## src/rtl/psq_pkg.sv

```systemverilog
// Shared types and constants for the precharge and contactor sequencer.
package psq_pkg;

  localparam int unsigned READING_W = 20;
  localparam int unsigned PERCENT_W = 7;
  localparam int unsigned SENSOR_COUNT = 5;
  // Width of bus_voltage * 100 and of nominal * percent (both below 2**27).
  localparam int unsigned LEVEL_W = READING_W + PERCENT_W;

  localparam logic [SENSOR_COUNT-1:0] ALL_HEALTHY = '1;
  localparam logic [PERCENT_W-1:0] PERCENT_SCALE = 7'd100;

  // Configuration register indexes.
  localparam logic [2:0] CFG_MOTOR_LIMIT = 3'd0;
  localparam logic [2:0] CFG_BUS_LIMIT = 3'd1;
  localparam logic [2:0] CFG_OV_LIMIT = 3'd2;
  localparam logic [2:0] CFG_UV_LIMIT = 3'd3;
  localparam logic [2:0] CFG_NOMINAL = 3'd4;
  localparam logic [2:0] CFG_PERCENT = 3'd5;

  typedef enum logic [1:0] {
    MODE_PRECHARGE = 2'd0,
    MODE_NORMAL    = 2'd1,
    MODE_FAULT     = 2'd2
  } mode_t;

  typedef enum logic [2:0] {
    FAULT_CLEAR     = 3'd0,
    FAULT_SENSOR    = 3'd1,
    FAULT_MOTOR_OC  = 3'd2,
    FAULT_BUS_OC    = 3'd3,
    FAULT_OVERVOLT  = 3'd4,
    FAULT_UNDERVOLT = 3'd5
  } fault_t;

  // Thresholds as seen by the evaluation logic.
  typedef struct packed {
    logic signed [READING_W-1:0] motor_limit;
    logic signed [READING_W-1:0] bus_limit;
    logic [READING_W-1:0]        ov_limit;
    logic [READING_W-1:0]        uv_limit;
    logic [LEVEL_W-1:0]          finish_level;
  } cfg_t;

  // One sensor poll.
  typedef struct packed {
    logic signed [READING_W-1:0] motor_one;
    logic signed [READING_W-1:0] motor_two;
    logic signed [READING_W-1:0] motor_three;
    logic signed [READING_W-1:0] motor_four;
    logic signed [READING_W-1:0] bus_current;
    logic [READING_W-1:0]        bus_voltage;
    logic [SENSOR_COUNT-1:0]     read_ok;
  } poll_t;

  // Sequencer state.
  typedef struct packed {
    mode_t                   mode;
    fault_t                  fault;
    logic [SENSOR_COUNT-1:0] health;
  } seq_state_t;

  // Output drive derived from the mode at the start of a poll.
  typedef struct packed {
    logic contactor_closed;
    logic motor_power_off_n;
  } drive_t;

endpackage

```

## src/rtl/psq_cfg.sv

```systemverilog
// Configuration registers and the registered precharge finish level.
module psq_cfg import psq_pkg::*; (
  input  logic                   clk,
  input  logic                   rst,
  input  logic                   cfg_we,
  input  logic [2:0]             cfg_index,
  input  logic [READING_W-1:0]   cfg_data,
  output cfg_t                   cfg
);

  logic signed [READING_W-1:0] motor_limit;
  logic signed [READING_W-1:0] bus_limit;
  logic [READING_W-1:0]        ov_limit;
  logic [READING_W-1:0]        uv_limit;
  logic [READING_W-1:0]        nominal;
  logic [PERCENT_W-1:0]        percent;
  logic [LEVEL_W-1:0]          finish_level;

  // Register writes; indexes past the list are ignored.
  always_ff @(posedge clk) begin
    if (rst) begin
      motor_limit <= {1'b0, {(READING_W-1){1'b1}}};
      bus_limit   <= {1'b0, {(READING_W-1){1'b1}}};
      ov_limit    <= '1;
      uv_limit    <= '0;
      nominal     <= '1;
      percent     <= 7'd95;
    end else if (cfg_we) begin
      unique case (cfg_index)
        CFG_MOTOR_LIMIT: motor_limit <= $signed(cfg_data);
        CFG_BUS_LIMIT:   bus_limit   <= $signed(cfg_data);
        CFG_OV_LIMIT:    ov_limit    <= cfg_data;
        CFG_UV_LIMIT:    uv_limit    <= cfg_data;
        CFG_NOMINAL:     nominal     <= cfg_data;
        CFG_PERCENT:     percent     <= cfg_data[PERCENT_W-1:0];
        default: begin
        end
      endcase
    end
  end

  // The finish level only changes with configuration, so the product is
  // refreshed every cycle and kept out of the per-poll path.
  always_ff @(posedge clk) begin
    finish_level <= LEVEL_W'(nominal) * LEVEL_W'(percent);
  end

  assign cfg.motor_limit  = motor_limit;
  assign cfg.bus_limit    = bus_limit;
  assign cfg.ov_limit     = ov_limit;
  assign cfg.uv_limit     = uv_limit;
  assign cfg.finish_level = finish_level;

endmodule

```

## src/rtl/psq_eval.sv

```systemverilog
// Single-pass evaluation of one poll: fault checks, next state and drive.
module psq_eval import psq_pkg::*; (
  input  cfg_t       cfg,
  input  poll_t      poll,
  input  seq_state_t cur,
  output seq_state_t nxt,
  output drive_t     drive
);

  logic [SENSOR_COUNT-1:0] health_next;
  logic                    motor_oc;
  logic                    bus_oc;
  logic                    over_volt;
  logic                    under_volt;
  logic [LEVEL_W-1:0]      bus_level;
  logic                    charged;
  fault_t                  check_fault;

  // Sticky health update happens in every mode.
  assign health_next = cur.health & poll.read_ok;

  // Individual limit checks.
  assign motor_oc   = (poll.motor_one > cfg.motor_limit) ||
                      (poll.motor_two > cfg.motor_limit) ||
                      (poll.motor_three > cfg.motor_limit) ||
                      (poll.motor_four > cfg.motor_limit);
  assign bus_oc     = poll.bus_current > cfg.bus_limit;
  assign over_volt  = poll.bus_voltage > cfg.ov_limit;
  assign under_volt = poll.bus_voltage < cfg.uv_limit;

  // Exact compare of voltage * 100 against nominal * percent.
  assign bus_level = LEVEL_W'(poll.bus_voltage) * LEVEL_W'(PERCENT_SCALE);
  assign charged   = bus_level >= cfg.finish_level;

  // First failing check in priority order.
  always_comb begin
    if (health_next != ALL_HEALTHY) begin
      check_fault = FAULT_SENSOR;
    end else if (motor_oc) begin
      check_fault = FAULT_MOTOR_OC;
    end else if (bus_oc) begin
      check_fault = FAULT_BUS_OC;
    end else if (over_volt) begin
      check_fault = FAULT_OVERVOLT;
    end else if (under_volt) begin
      check_fault = FAULT_UNDERVOLT;
    end else begin
      check_fault = FAULT_CLEAR;
    end
  end

  // Next state: only precharge moves; normal and fault hold; an invalid mode goes to fault.
  always_comb begin
    nxt.health = health_next;
    nxt.mode   = cur.mode;
    nxt.fault  = cur.fault;
    unique case (cur.mode)
      MODE_PRECHARGE: begin
        if (check_fault != FAULT_CLEAR) begin
          nxt.mode  = MODE_FAULT;
          nxt.fault = check_fault;
        end else if (charged) begin
          nxt.mode = MODE_NORMAL;
        end
      end
      MODE_NORMAL: begin
      end
      MODE_FAULT: begin
      end
      default: begin
        nxt.mode  = MODE_FAULT;
        nxt.fault = FAULT_CLEAR;
      end
    endcase
  end

  // Drive follows the mode at the start of the poll.
  always_comb begin
    unique case (cur.mode)
      MODE_NORMAL: begin
        drive.contactor_closed  = 1'b1;
        drive.motor_power_off_n = 1'b0;
      end
      default: begin
        drive.contactor_closed  = 1'b0;
        drive.motor_power_off_n = 1'b1;
      end
    endcase
  end

endmodule

```

## src/rtl/precharge_contactor_sequencer.sv

```systemverilog
// Top level of the DC bus precharge and contactor sequencer.
//
// Each input beat is one sensor poll. It is held in an input register,
// checked in one pass of compare logic against the configured limits, and
// its result beat goes to an output register when it is free or emptying.
// The block takes one poll per cycle as long as the result side keeps up;
// a result waiting at the output keeps the held poll in the input register,
// which then takes no new poll. The precharge finish level (nominal times
// percent) is a registered product refreshed from the configuration
// registers, so configuration must be written while no poll is in flight.
// Outputs contactor_closed and motor_power_off_n follow the mode before the
// poll; mode, fault_code and health_mask give the state after it.
module precharge_contactor_sequencer import psq_pkg::*; (
  input  logic                         clk,
  input  logic                         rst,
  input  logic                         cfg_we,
  input  logic [2:0]                   cfg_index,
  input  logic [READING_W-1:0]         cfg_data,
  input  logic                         in_valid,
  output logic                         in_ready,
  input  logic signed [READING_W-1:0]  motor_one_current,
  input  logic signed [READING_W-1:0]  motor_two_current,
  input  logic signed [READING_W-1:0]  motor_three_current,
  input  logic signed [READING_W-1:0]  motor_four_current,
  input  logic signed [READING_W-1:0]  bus_current_reading,
  input  logic [READING_W-1:0]         bus_voltage_reading,
  input  logic [SENSOR_COUNT-1:0]      read_ok_mask,
  output logic                         out_valid,
  input  logic                         out_ready,
  output logic [1:0]                   mode,
  output logic [2:0]                   fault_code,
  output logic                         contactor_closed,
  output logic                         motor_power_off_n,
  output logic [SENSOR_COUNT-1:0]      health_mask
);

  cfg_t       cfg;
  poll_t      poll;
  logic       poll_full;
  logic       advance;
  seq_state_t state;
  seq_state_t state_next;
  drive_t     drive;

  psq_cfg u_cfg (
    .clk       (clk),
    .rst       (rst),
    .cfg_we    (cfg_we),
    .cfg_index (cfg_index),
    .cfg_data  (cfg_data),
    .cfg       (cfg)
  );

  psq_eval u_eval (
    .cfg   (cfg),
    .poll  (poll),
    .cur   (state),
    .nxt   (state_next),
    .drive (drive)
  );

  // A held poll moves on whenever the output register is free or emptying.
  assign advance  = poll_full && (!out_valid || out_ready);
  assign in_ready = !poll_full || advance;

  // Input register.
  always_ff @(posedge clk) begin
    if (rst) begin
      poll_full <= 1'b0;
    end else if (in_valid && in_ready) begin
      poll_full <= 1'b1;
    end else if (advance) begin
      poll_full <= 1'b0;
    end
  end

  always_ff @(posedge clk) begin
    if (in_valid && in_ready) begin
      poll.motor_one   <= motor_one_current;
      poll.motor_two   <= motor_two_current;
      poll.motor_three <= motor_three_current;
      poll.motor_four  <= motor_four_current;
      poll.bus_current <= bus_current_reading;
      poll.bus_voltage <= bus_voltage_reading;
      poll.read_ok     <= read_ok_mask;
    end
  end

  // Sequencer state commits as the poll's result is registered.
  always_ff @(posedge clk) begin
    if (rst) begin
      state.mode   <= MODE_PRECHARGE;
      state.fault  <= FAULT_CLEAR;
      state.health <= ALL_HEALTHY;
    end else if (advance) begin
      state <= state_next;
    end
  end

  // Output register.
  always_ff @(posedge clk) begin
    if (rst) begin
      out_valid <= 1'b0;
    end else if (advance) begin
      out_valid <= 1'b1;
    end else if (out_ready) begin
      out_valid <= 1'b0;
    end
  end

  always_ff @(posedge clk) begin
    if (advance) begin
      mode              <= state_next.mode;
      fault_code        <= state_next.fault;
      contactor_closed  <= drive.contactor_closed;
      motor_power_off_n <= drive.motor_power_off_n;
      health_mask       <= state_next.health;
    end
  end

  // Normal operation is only left through reset.
  assert property (@(posedge clk) disable iff (rst)
    state.mode == MODE_NORMAL |=> state.mode == MODE_NORMAL)
    else $error("sequencer left normal operation");

  // A latched fault code is only ever reported alongside fault mode.
  assert property (@(posedge clk) disable iff (rst)
    (out_valid && fault_code != FAULT_CLEAR) |-> mode == MODE_FAULT)
    else $error("fault code reported outside fault mode");

  // The contactor is closed exactly when motor_power_off_n is low.
  assert property (@(posedge clk) disable iff (rst)
    out_valid |-> (contactor_closed != motor_power_off_n))
    else $error("contactor and motor enable disagree");

  // State only changes when a poll result is registered.
  assert property (@(posedge clk) disable iff (rst)
    !advance |=> $stable(state))
    else $error("sequencer state changed without a poll");

endmodule

```

## config.mk

```make
export PLATFORM = sky130hd
export DESIGN_NAME = precharge_contactor_sequencer
export DESIGN_NICKNAME = d
export VERILOG_FILES = /design/src/rtl/psq_pkg.sv /design/src/rtl/psq_cfg.sv /design/src/rtl/psq_eval.sv /design/src/rtl/precharge_contactor_sequencer.sv
export SDC_FILE = /design/constraint.sdc
export NUM_CORES = 1
export LEC_CHECK = 0
export BUFFER_PORTS_ARGS = -buffer_cell sky130_fd_sc_hd__buf_2
export CORE_MARGIN = 4
export CORE_UTILIZATION = 55
export CTS_BUF_LIST = sky130_fd_sc_hd__clkbuf_4 sky130_fd_sc_hd__clkbuf_8
export DETAILED_ROUTE_END_ITERATION = 6
export PLACE_DENSITY = 0.8
export SETUP_SLACK_MARGIN = 0.3
export SKIP_CTS_REPAIR_TIMING = 1
export SLEW_MARGIN = 0
export SYNTH_ARGS = -nofsm -noshare
export SYNTH_HDL_FRONTEND = slang
export SYNTH_SLANG_ARGS = --single-unit
```

## constraint.sdc

```tcl
create_clock -name clk -period 5 [get_ports clk]
set_clock_uncertainty 0.05 [all_clocks]
set_input_delay 0.25 -clock clk [delete_from_list [all_inputs] [get_ports clk]]
set_output_delay 0.25 -clock clk [all_outputs]
set_load 0.05 [all_outputs]
```

# After elaboration in Yosys (flattened, before gate mapping)
# Cells that the tools add are included.
# word_totals
output_inout_bits	14
ff_bits	283
elab_cells	78
input_bits	153
# op_classes
n_bitwise	1
order_cmp	8
n_eq_ne	8
n_reduce_logical	21
n_mul	2
n_mux	14
# ops
operator	n
$gt A20 B20 Y1	6
$ge A27 B27 Y1	1
$mul A20 B7 Y27	1
$mul A20 B5 Y25 const B	1
$lt A20 B20 Y1	1
$mux W3	6
$reduce_and A2 Y1	6
$pmux W5 S2	1
$eq A3 B2 Y1 const B	2
$eq A3 B3 Y1 const B	2
$mux W2	3
$and A5 B5 Y5	1
$logic_or A1 B1 Y1	5
$ne A5 B5 Y1 const B	1
$mux W1	4
$reduce_bool A2 Y1	2
$eq A3 B1 Y1 const B	1
$logic_not A3 Y1	1
$reduce_bool A3 Y1	1
$eq A2 B1 Y1 const B	1
$eq A2 B2 Y1 const B	1
$logic_and A1 B1 Y1	2
$logic_not A1 Y1	2
$logic_not A2 Y1	1
$reduce_or A2 Y1	1

# Depth between registers and ports, before layout
# Gate-level depths: netlist of run 1.
# logic_depth
word_depth	9
depth_mapped	21
depth_no_buf	21

# Hierarchy
# Synthesis of run 1 repeated with hierarchy kept, for this count alone.
# unflattened
cells_unflattened	1999
hier_area_um2	19643.8
# modules_own_cells
mod	area_each_um2	instances	cells_each	seq_area_each_um2
psq_cfg	8814.7	1	1006	2682.6
psq_eval	6193.4	1	803	0.0
precharge_contactor_sequencer	4635.7	1	190	4354.2

# Worst setup path before layout of run 1
# No wires, ideal clock.
# synth_path
path_type	register -> register
startpoint	reg u_cfg.percent[6]
endpoint	reg u_cfg.finish_level[25]
required_ps	4878
t_arrival_ps	4761
setup_ps	72
path_stages_with_launch	18
path_slack_ps	117
period_less_slack_ps	4883
n_path_buf	1
path_cell_list	dfxtp_1 -> clkbuf_1 -> nand2_1 -> fa_1 -> inv_1 -> fa_1 -> fa_1 -> fa_1 -> ha_1 -> a2111oi_0 -> o21ai_0 -> a41oi_1 -> o21ai_0 -> a41oi_1 -> a211o_1 -> o21ai_0 -> a21oi_1 -> xnor2_1
# synth_via
elab_chain_cells	1
# synth_lines
item	line	text
from (decl)	psq_cfg.sv:16	logic [PERCENT_W-1:0] percent;
from (signal assigned)	psq_cfg.sv:35	CFG_PERCENT: percent <= cfg_data[PERCENT_W-1:0];
$mul A20 B7 Y27	psq_cfg.sv:45	finish_level <= LEVEL_W'(nominal) * LEVEL_W'(percent);
to (signal assigned)	psq_cfg.sv:45	
to (decl)	psq_cfg.sv:17	logic [LEVEL_W-1:0] finish_level;
# No other way between the ends.
# A chain may end at the register's enable or synchronous reset.

==> impl_metrics.ini, run 1 <==
[placement]
io_buffers = 166
place_inst = 2569
place_hpwl_mm = 35.6
place_congestion = 0.955

[sta]
max_slew.worst_pin.slew_ps = 1090
rsz0062_at_grt = yes
fin_crit_sh_pct = 97.6
fmax_mhz = 205
final-hold-violation-count = 0
final-setup-viol-count = 0
max_slew_margin_pct = 27.5
maxSlewViolCount = 0
post-route-min-period_ps = 4880

[route]
vias = 15900
wl_mm = 52.4
drt-initial-drc-count = 1035
remaining_drc_errors = 15
wl_met1_mm = 20.7
via_per_inst = 5.63
dr_wl_met2_mm = 25.8
wl_per_cell_um = 18.5
ant_nets = 0
met3_length_mm = 3.74
dr.pass1.iters = 7
routed.top_layer = met4

[clocking]
htree_num_levels = 2
cts_tree = built
clk_latency_ps = 590
cts-root-buf = clkbuf_8
path_clk_slew_ps = 60
clock_path_buffers = 3
clock-sinks = 283
cts_buffers = 48

[global_route]
grt_pass1_wl_mm = 74.7
globalRouteOverflowTotal = 0
grt_usage_pct = 23.8
grt_antenna_before_repair = 0
grt_max_degree = 114
first_global_vias = 15300

[logic_synthesis]
post_synth_num_cell_types = 64
yosys.area.top_type = edfxtp_1
synth_most_common_cell = ha_1
syn_nets = 2483
yosysSeqAreaShare_pct = 36.7
async_reset_ff_share_pct = 0
synth_area_leaders = edfxtp_1, ha_1, dfxtp_1
synthCells = 1950
synth_edf_count = 137
syn-cell-area_mm2 = 0.0192
synth_warnings = 0
synth_top_area_share_pct = 21.4
netlist_top_cells_count = ha_1, inv_1, nand2_1, dfxtp_1, edfxtp_1
ys_ff_latch = 283
syn_area_per_cell_um2 = 9.84
ys.flop_type = dfxtp_1

[flow_run]
drv_cap = 0

[setup_path]
r2r_end = mode[0]$_DFFE_PP_
worstPathRequired_ps = 5270
arrival_ps = 5150
crit_fanout = 3
worst_r2r_startpoint = poll[7]$_DFFE_PP_
r2r_cells = 21
rrSetupSlack_ps = 120
worstSetupPathType = reg -> reg
crit_path_end_kind = flop
cp-start-kind = flop

[floorplanning]
fp.coreArea_mm2 = 0.0345
core.rowCount = 68
die-area_mm2 = 0.0379
fp.dieH_um = 195
die_w_um = 195
num_io_pins = 167
start_util_pct = 55.7

[worst_hold_path]
hold_class = in -> reg
min_delay_path_depth = 3
min_from = cfg_data[2]
whs_endpoint = u_cfg.uv_limit[2]$_SDFFE_PP0P_

[pwr]
p_per_area_mw_per_mm2 = 434
total_power_uw = 10500
p_leak_uw = 0.0116
max-vdd-ir-drop_mv = 0.324

[layout]
fin_nets = 2863
drive_above_1_share_pct = 18.4
instances_no_fill = 2825
fill_cells = 2314
insertedDiodeCount = 0
syn_to_final_growth_pct = 25.5

[status]
violations = design-rule violations
status = complete, but fails checks
==> critical path: stages (launching register included) <==
cell and delay (ps):
edfxtp_1 380, buf_4 150, ha_4 240, ha_4 230
fa_1 590, ha_4 220, a21oi_1 230, nand2b_4 200
a211oi_4 70, o31ai_2 280, buf_4 160, o21bai_1 80
nor2b_2 160, o22ai_2 120, xnor2_1 150, ha_1 270
nand4_1 90, nor4_2 60, a2111oi_2 440, buf_4 180
o31a_1 180, o22ai_2 80
==> power breakdown <==
part | switching (uW) | total (uW) | internal [uW]
clock | 985 | 2240 | 1260
combinational | 2800 | 5410 | 2610
sequential | 93.2 | 2800 | 2700
==> registers in the layout (all words and copies together), names as in the netlist, 3 cells and up <==
register            count
poll                  125
fault_code              3
state                  10
u_cfg.bus_limit        20
u_cfg.motor_limit      20
health_mask             5
u_cfg.finish_level     27
u_cfg.uv_limit         20
u_cfg.nominal          20
u_cfg.ov_limit         20
u_cfg.percent           7
==> cell usage in the layout (no fill, tap or decap), drive strengths merged, types with 7 or more instances in the layout <==
cell type      n
o21a           9
clkbuf        61
nor2          99
inv          275
clkinv        22
ha           276
a211o         60
o21bai         7
a21o          25
dlygate4sd3  145
nand4         21
edfxtp       137
nand3         24
nor3          20
o21ai         51
a211oi         9
nand2b        16
nand3b        30
nand2        272
buf          248
fa           104
and2          39
a21oi        110
or2            7
dfxtp        146
xor2          10
xnor2         34
nor2b         15
and4          20
==> layout make-up <==
| class | count | area (um^2) | area share, % |
|---|---|---|---|
| clock buffers | 61 | 796 | 3.31 |
| clock inverters | 29 | 239 | 0.993 |
| inverters | 274 | 1030 | 4.27 |
| multi-input cells | 1330 | 11400 | 47.4 |
| flip-flops and latches | 283 | 7070 | 29.4 |
| well taps | 455 | 569 | 2.36 |
| repair buffers | 393 | 2970 | 12.3 |
==> metrics by stage <==
step	setup TNS, ps	hold slack [ps]	utilization (%)	cell area [um^2]	worst slack, ps
CTS	-306	-253	63.5	21900	-241
floorplan	0	299	-	19200	309
global placement	-111	376	60.5	20800	-111
global route	-85.6	14.7	69.9	24100	-85.6
finish	0	46.3	69.9	24100	121
detailed placement	-257	378	60.5	20800	-212
==> per-layer routing <==
metal | vias to the layer above | GRT usage (%)
met2 | 715 | 41.1
met1 | 7606 | 30.2
met3 | 157 | 4.06
met4 | 0 | 8.38
li1 | 7421 | -
met5 | - | 0
==> cell families (layout without fill, tap and decap cells) <==
kind of cell | after synthesis | count (layout) | share of synthesized area (%)
AO/OA/AOI/OAI | 320 | 320 | 11.1
buffers and inverters | 337 | 757 | 6.59
flip-flops | 283 | 283 | 36.7
multiplexers | 3 | 3 | 0.183
XOR/XNOR | 44 | 44 | 2.01
AND/OR/NAND/NOR | 583 | 583 | 14.6
adder cells (fa/ha/maj) | 380 | 380 | 28.9
==> worst max path at each step <==
stage | from | end | slack, ps | depth (start not counted)
4_1_cts | poll[9]$_DFFE_PP_ | mode[0]$_DFFE_PP_ | -240 | 21
2_1_floorplan | poll[11]$_DFFE_PP_ | mode[0]$_DFFE_PP_ | 310 | 21
5_1_grt | poll[12]$_DFFE_PP_ | mode[0]$_DFFE_PP_ | -90 | 22
6_report | poll[7]$_DFFE_PP_ | mode[0]$_DFFE_PP_ | 120 | 21
3_5_place_dp | poll[7]$_DFFE_PP_ | mode[0]$_DFFE_PP_ | -210 | 21
3_3_place_gp | poll[9]$_DFFE_PP_ | mode[0]$_DFFE_PP_ | -110 | 21
Power figures use the tool's default switching activity.
==> run 2: changes to the inputs <==
Settings changed: PLACE_DENSITY 0.8 to 0.77.
==> impl_metrics.ini, run 2 (synthesis gave the netlist of run 1 again) <==
[setup_path]
worstPathRequired_ps = 5270
worstSetupPathType = reg -> reg
cp-start-kind = flop
arrival_ps = 5220
crit_fanout = 4
crit_path_end_kind = flop

[sta]
fin_hold_ws_ps = 5.96
rsz0062_at_grt = yes
fmax_mhz = 202
final-hold-violation-count = 0
max_slew_margin_pct = 22.0
fin_crit_sh_pct = 99.0
max_slew.worst_pin.slew_ps = 1170
post-route-min-period_ps = 4950
setup_slack_ps = 48.2
maxSlewViolCount = 0
final-setup-viol-count = 0
tns_ps = 0

[placement]
place_inst = 2568
place_congestion = 0.946
place_hpwl_mm = 35.3
io_buffers = 166
dpl_cell_area_mm2 = 0.0208
place_worst_setup_slack_ps = -182

[layout]
drive_above_1_share_pct = 18.9
final_cell_mix = nand2_1, inv_1, ha_1
syn_to_final_growth_pct = 25.9
design_area_mm2 = 0.0241
regMostFlops = poll
largest_register_ffs = 125
top_regs = poll x125, u_cfg.finish_level x27
fin_nets = 2866
final_common_cell = nand2_1
fill_cells = 2351
instances_no_fill = 2826
insertedDiodeCount = 0

[clocking]
clk_latency_ps = 590
clock_path_buffers = 3
clock-sinks = 283
htree_num_levels = 2
cts_tree = built
path_clk_slew_ps = 60
cts-root-buf = clkbuf_8
cts_buffers = 48

[floorplanning]
fp.dieH_um = 195
die-area_mm2 = 0.0379
core.rowCount = 68
fp.coreArea_mm2 = 0.0345
start_util_pct = 55.7
die_w_um = 195
num_io_pins = 167

[global_route]
globalRouteOverflowTotal = 0
grt_antenna_before_repair = 0
grt_max_degree = 122
grt_usage_pct = 23.7
grt_pass1_wl_mm = 73.9
first_global_vias = 15300

[pwr]
max-vdd-ir-drop_mv = 0.311
p_leak_uw = 0.0116
p_per_area_mw_per_mm2 = 438

[route]
dr.pass1.iters = 5
wl_mm = 52.6
drt-initial-drc-count = 954
vias = 15700
wl_per_cell_um = 18.6
remaining_drc_errors = 0
ant_nets = 0
via_per_inst = 5.56

[status]
status = completed

[flow_run]
drv_cap = 0

[worst_hold_path]
hold_class = in -> reg
==> run 2: cell count changes in the layout (fill, tap and decap cells not counted), moves of 3 or more <==
cell	change
a21oi_1	-6
a21oi_2	+6
buf_4	+10
clkinv_1	-7
clkinv_2	+3
dfxtp_1	+5
dfxtp_2	-7
dlygate4sd3_1	-3
o21ai_1	-3
o21ai_2	+3
==> run 2: cell type report <==
type                       count  area, um^2  area share [%]
multi-input combinational   1330       11400            47.4
sequential                   283        7070            29.3
timing repair buffer         396        2960            12.3
inverter                     274        1030            4.26
clock buffer                  61         783            3.24
tap                          455         569            2.36
clock inverter                27         292            1.21
==> run 2: path summary, 6_finish.rpt <==
check        depth (start not counted)                             from                               to  slack, ps
max                                 20               poll[11]$_DFFE_PP_                mode[0]$_DFFE_PP_         50
max reg2reg                         20               poll[11]$_DFFE_PP_                mode[0]$_DFFE_PP_         50
min reg2reg                          2  u_cfg.uv_limit[17]$_SDFFE_PP0P_  u_cfg.uv_limit[17]$_SDFFE_PP0P_        400
min                                  3                     cfg_data[13]  u_cfg.uv_limit[13]$_SDFFE_PP0P_          6
==> run 2: per-layer routing <==
| layer | vias up | track usage (%) | part of all wire (%) |
|---|---|---|---|
| li1 | 7411 | - | - |
| met1 | 7571 | 29.3 | 39 |
| met2 | 565 | 41.2 | 51 |
| met3 | 157 | 4.32 | 6.1 |
| met4 | 0 | 9.44 | 4.5 |
| met5 | - | 0 | 0 |
==> run 2: report_power, final <==
group	internal (uW)	switching [uW]	total, uW	leakage (uW)
Clock	1350	1010	2360	0.000573
Combinational	2610	2820	5430	0.00850
Sequential	2700	92.1	2790	0.00253
Total	6660	3920	10600	0.0116
==> run 2: critical path, stage by stage (launching register included) <==
cell and delay (ps):
edfxtp_1 450, ha_1 350, ha_1 320, inv_1 80, fa_1 540, inv_1 90, ha_4 220, buf_4 140
a21oi_2 180, a211oi_2 80, o31ai_1 260, buf_4 180, o21ai_2 80, or4_1 520, o311ai_2 100, xnor2_1 140
ha_1 330, a21o_1 190, a21oi_2 110, o31a_1 190, o22ai_1 100
==> run 2: stage by stage <==
stage | utilization, % | power [uW]
finish | 70.1 | 10600
floorplan | - | 6150
detailed placement | 60.5 | 7300
global route | 70.1 | 11300
CTS | 63.6 | 9640
global placement | 60.5 | 7130
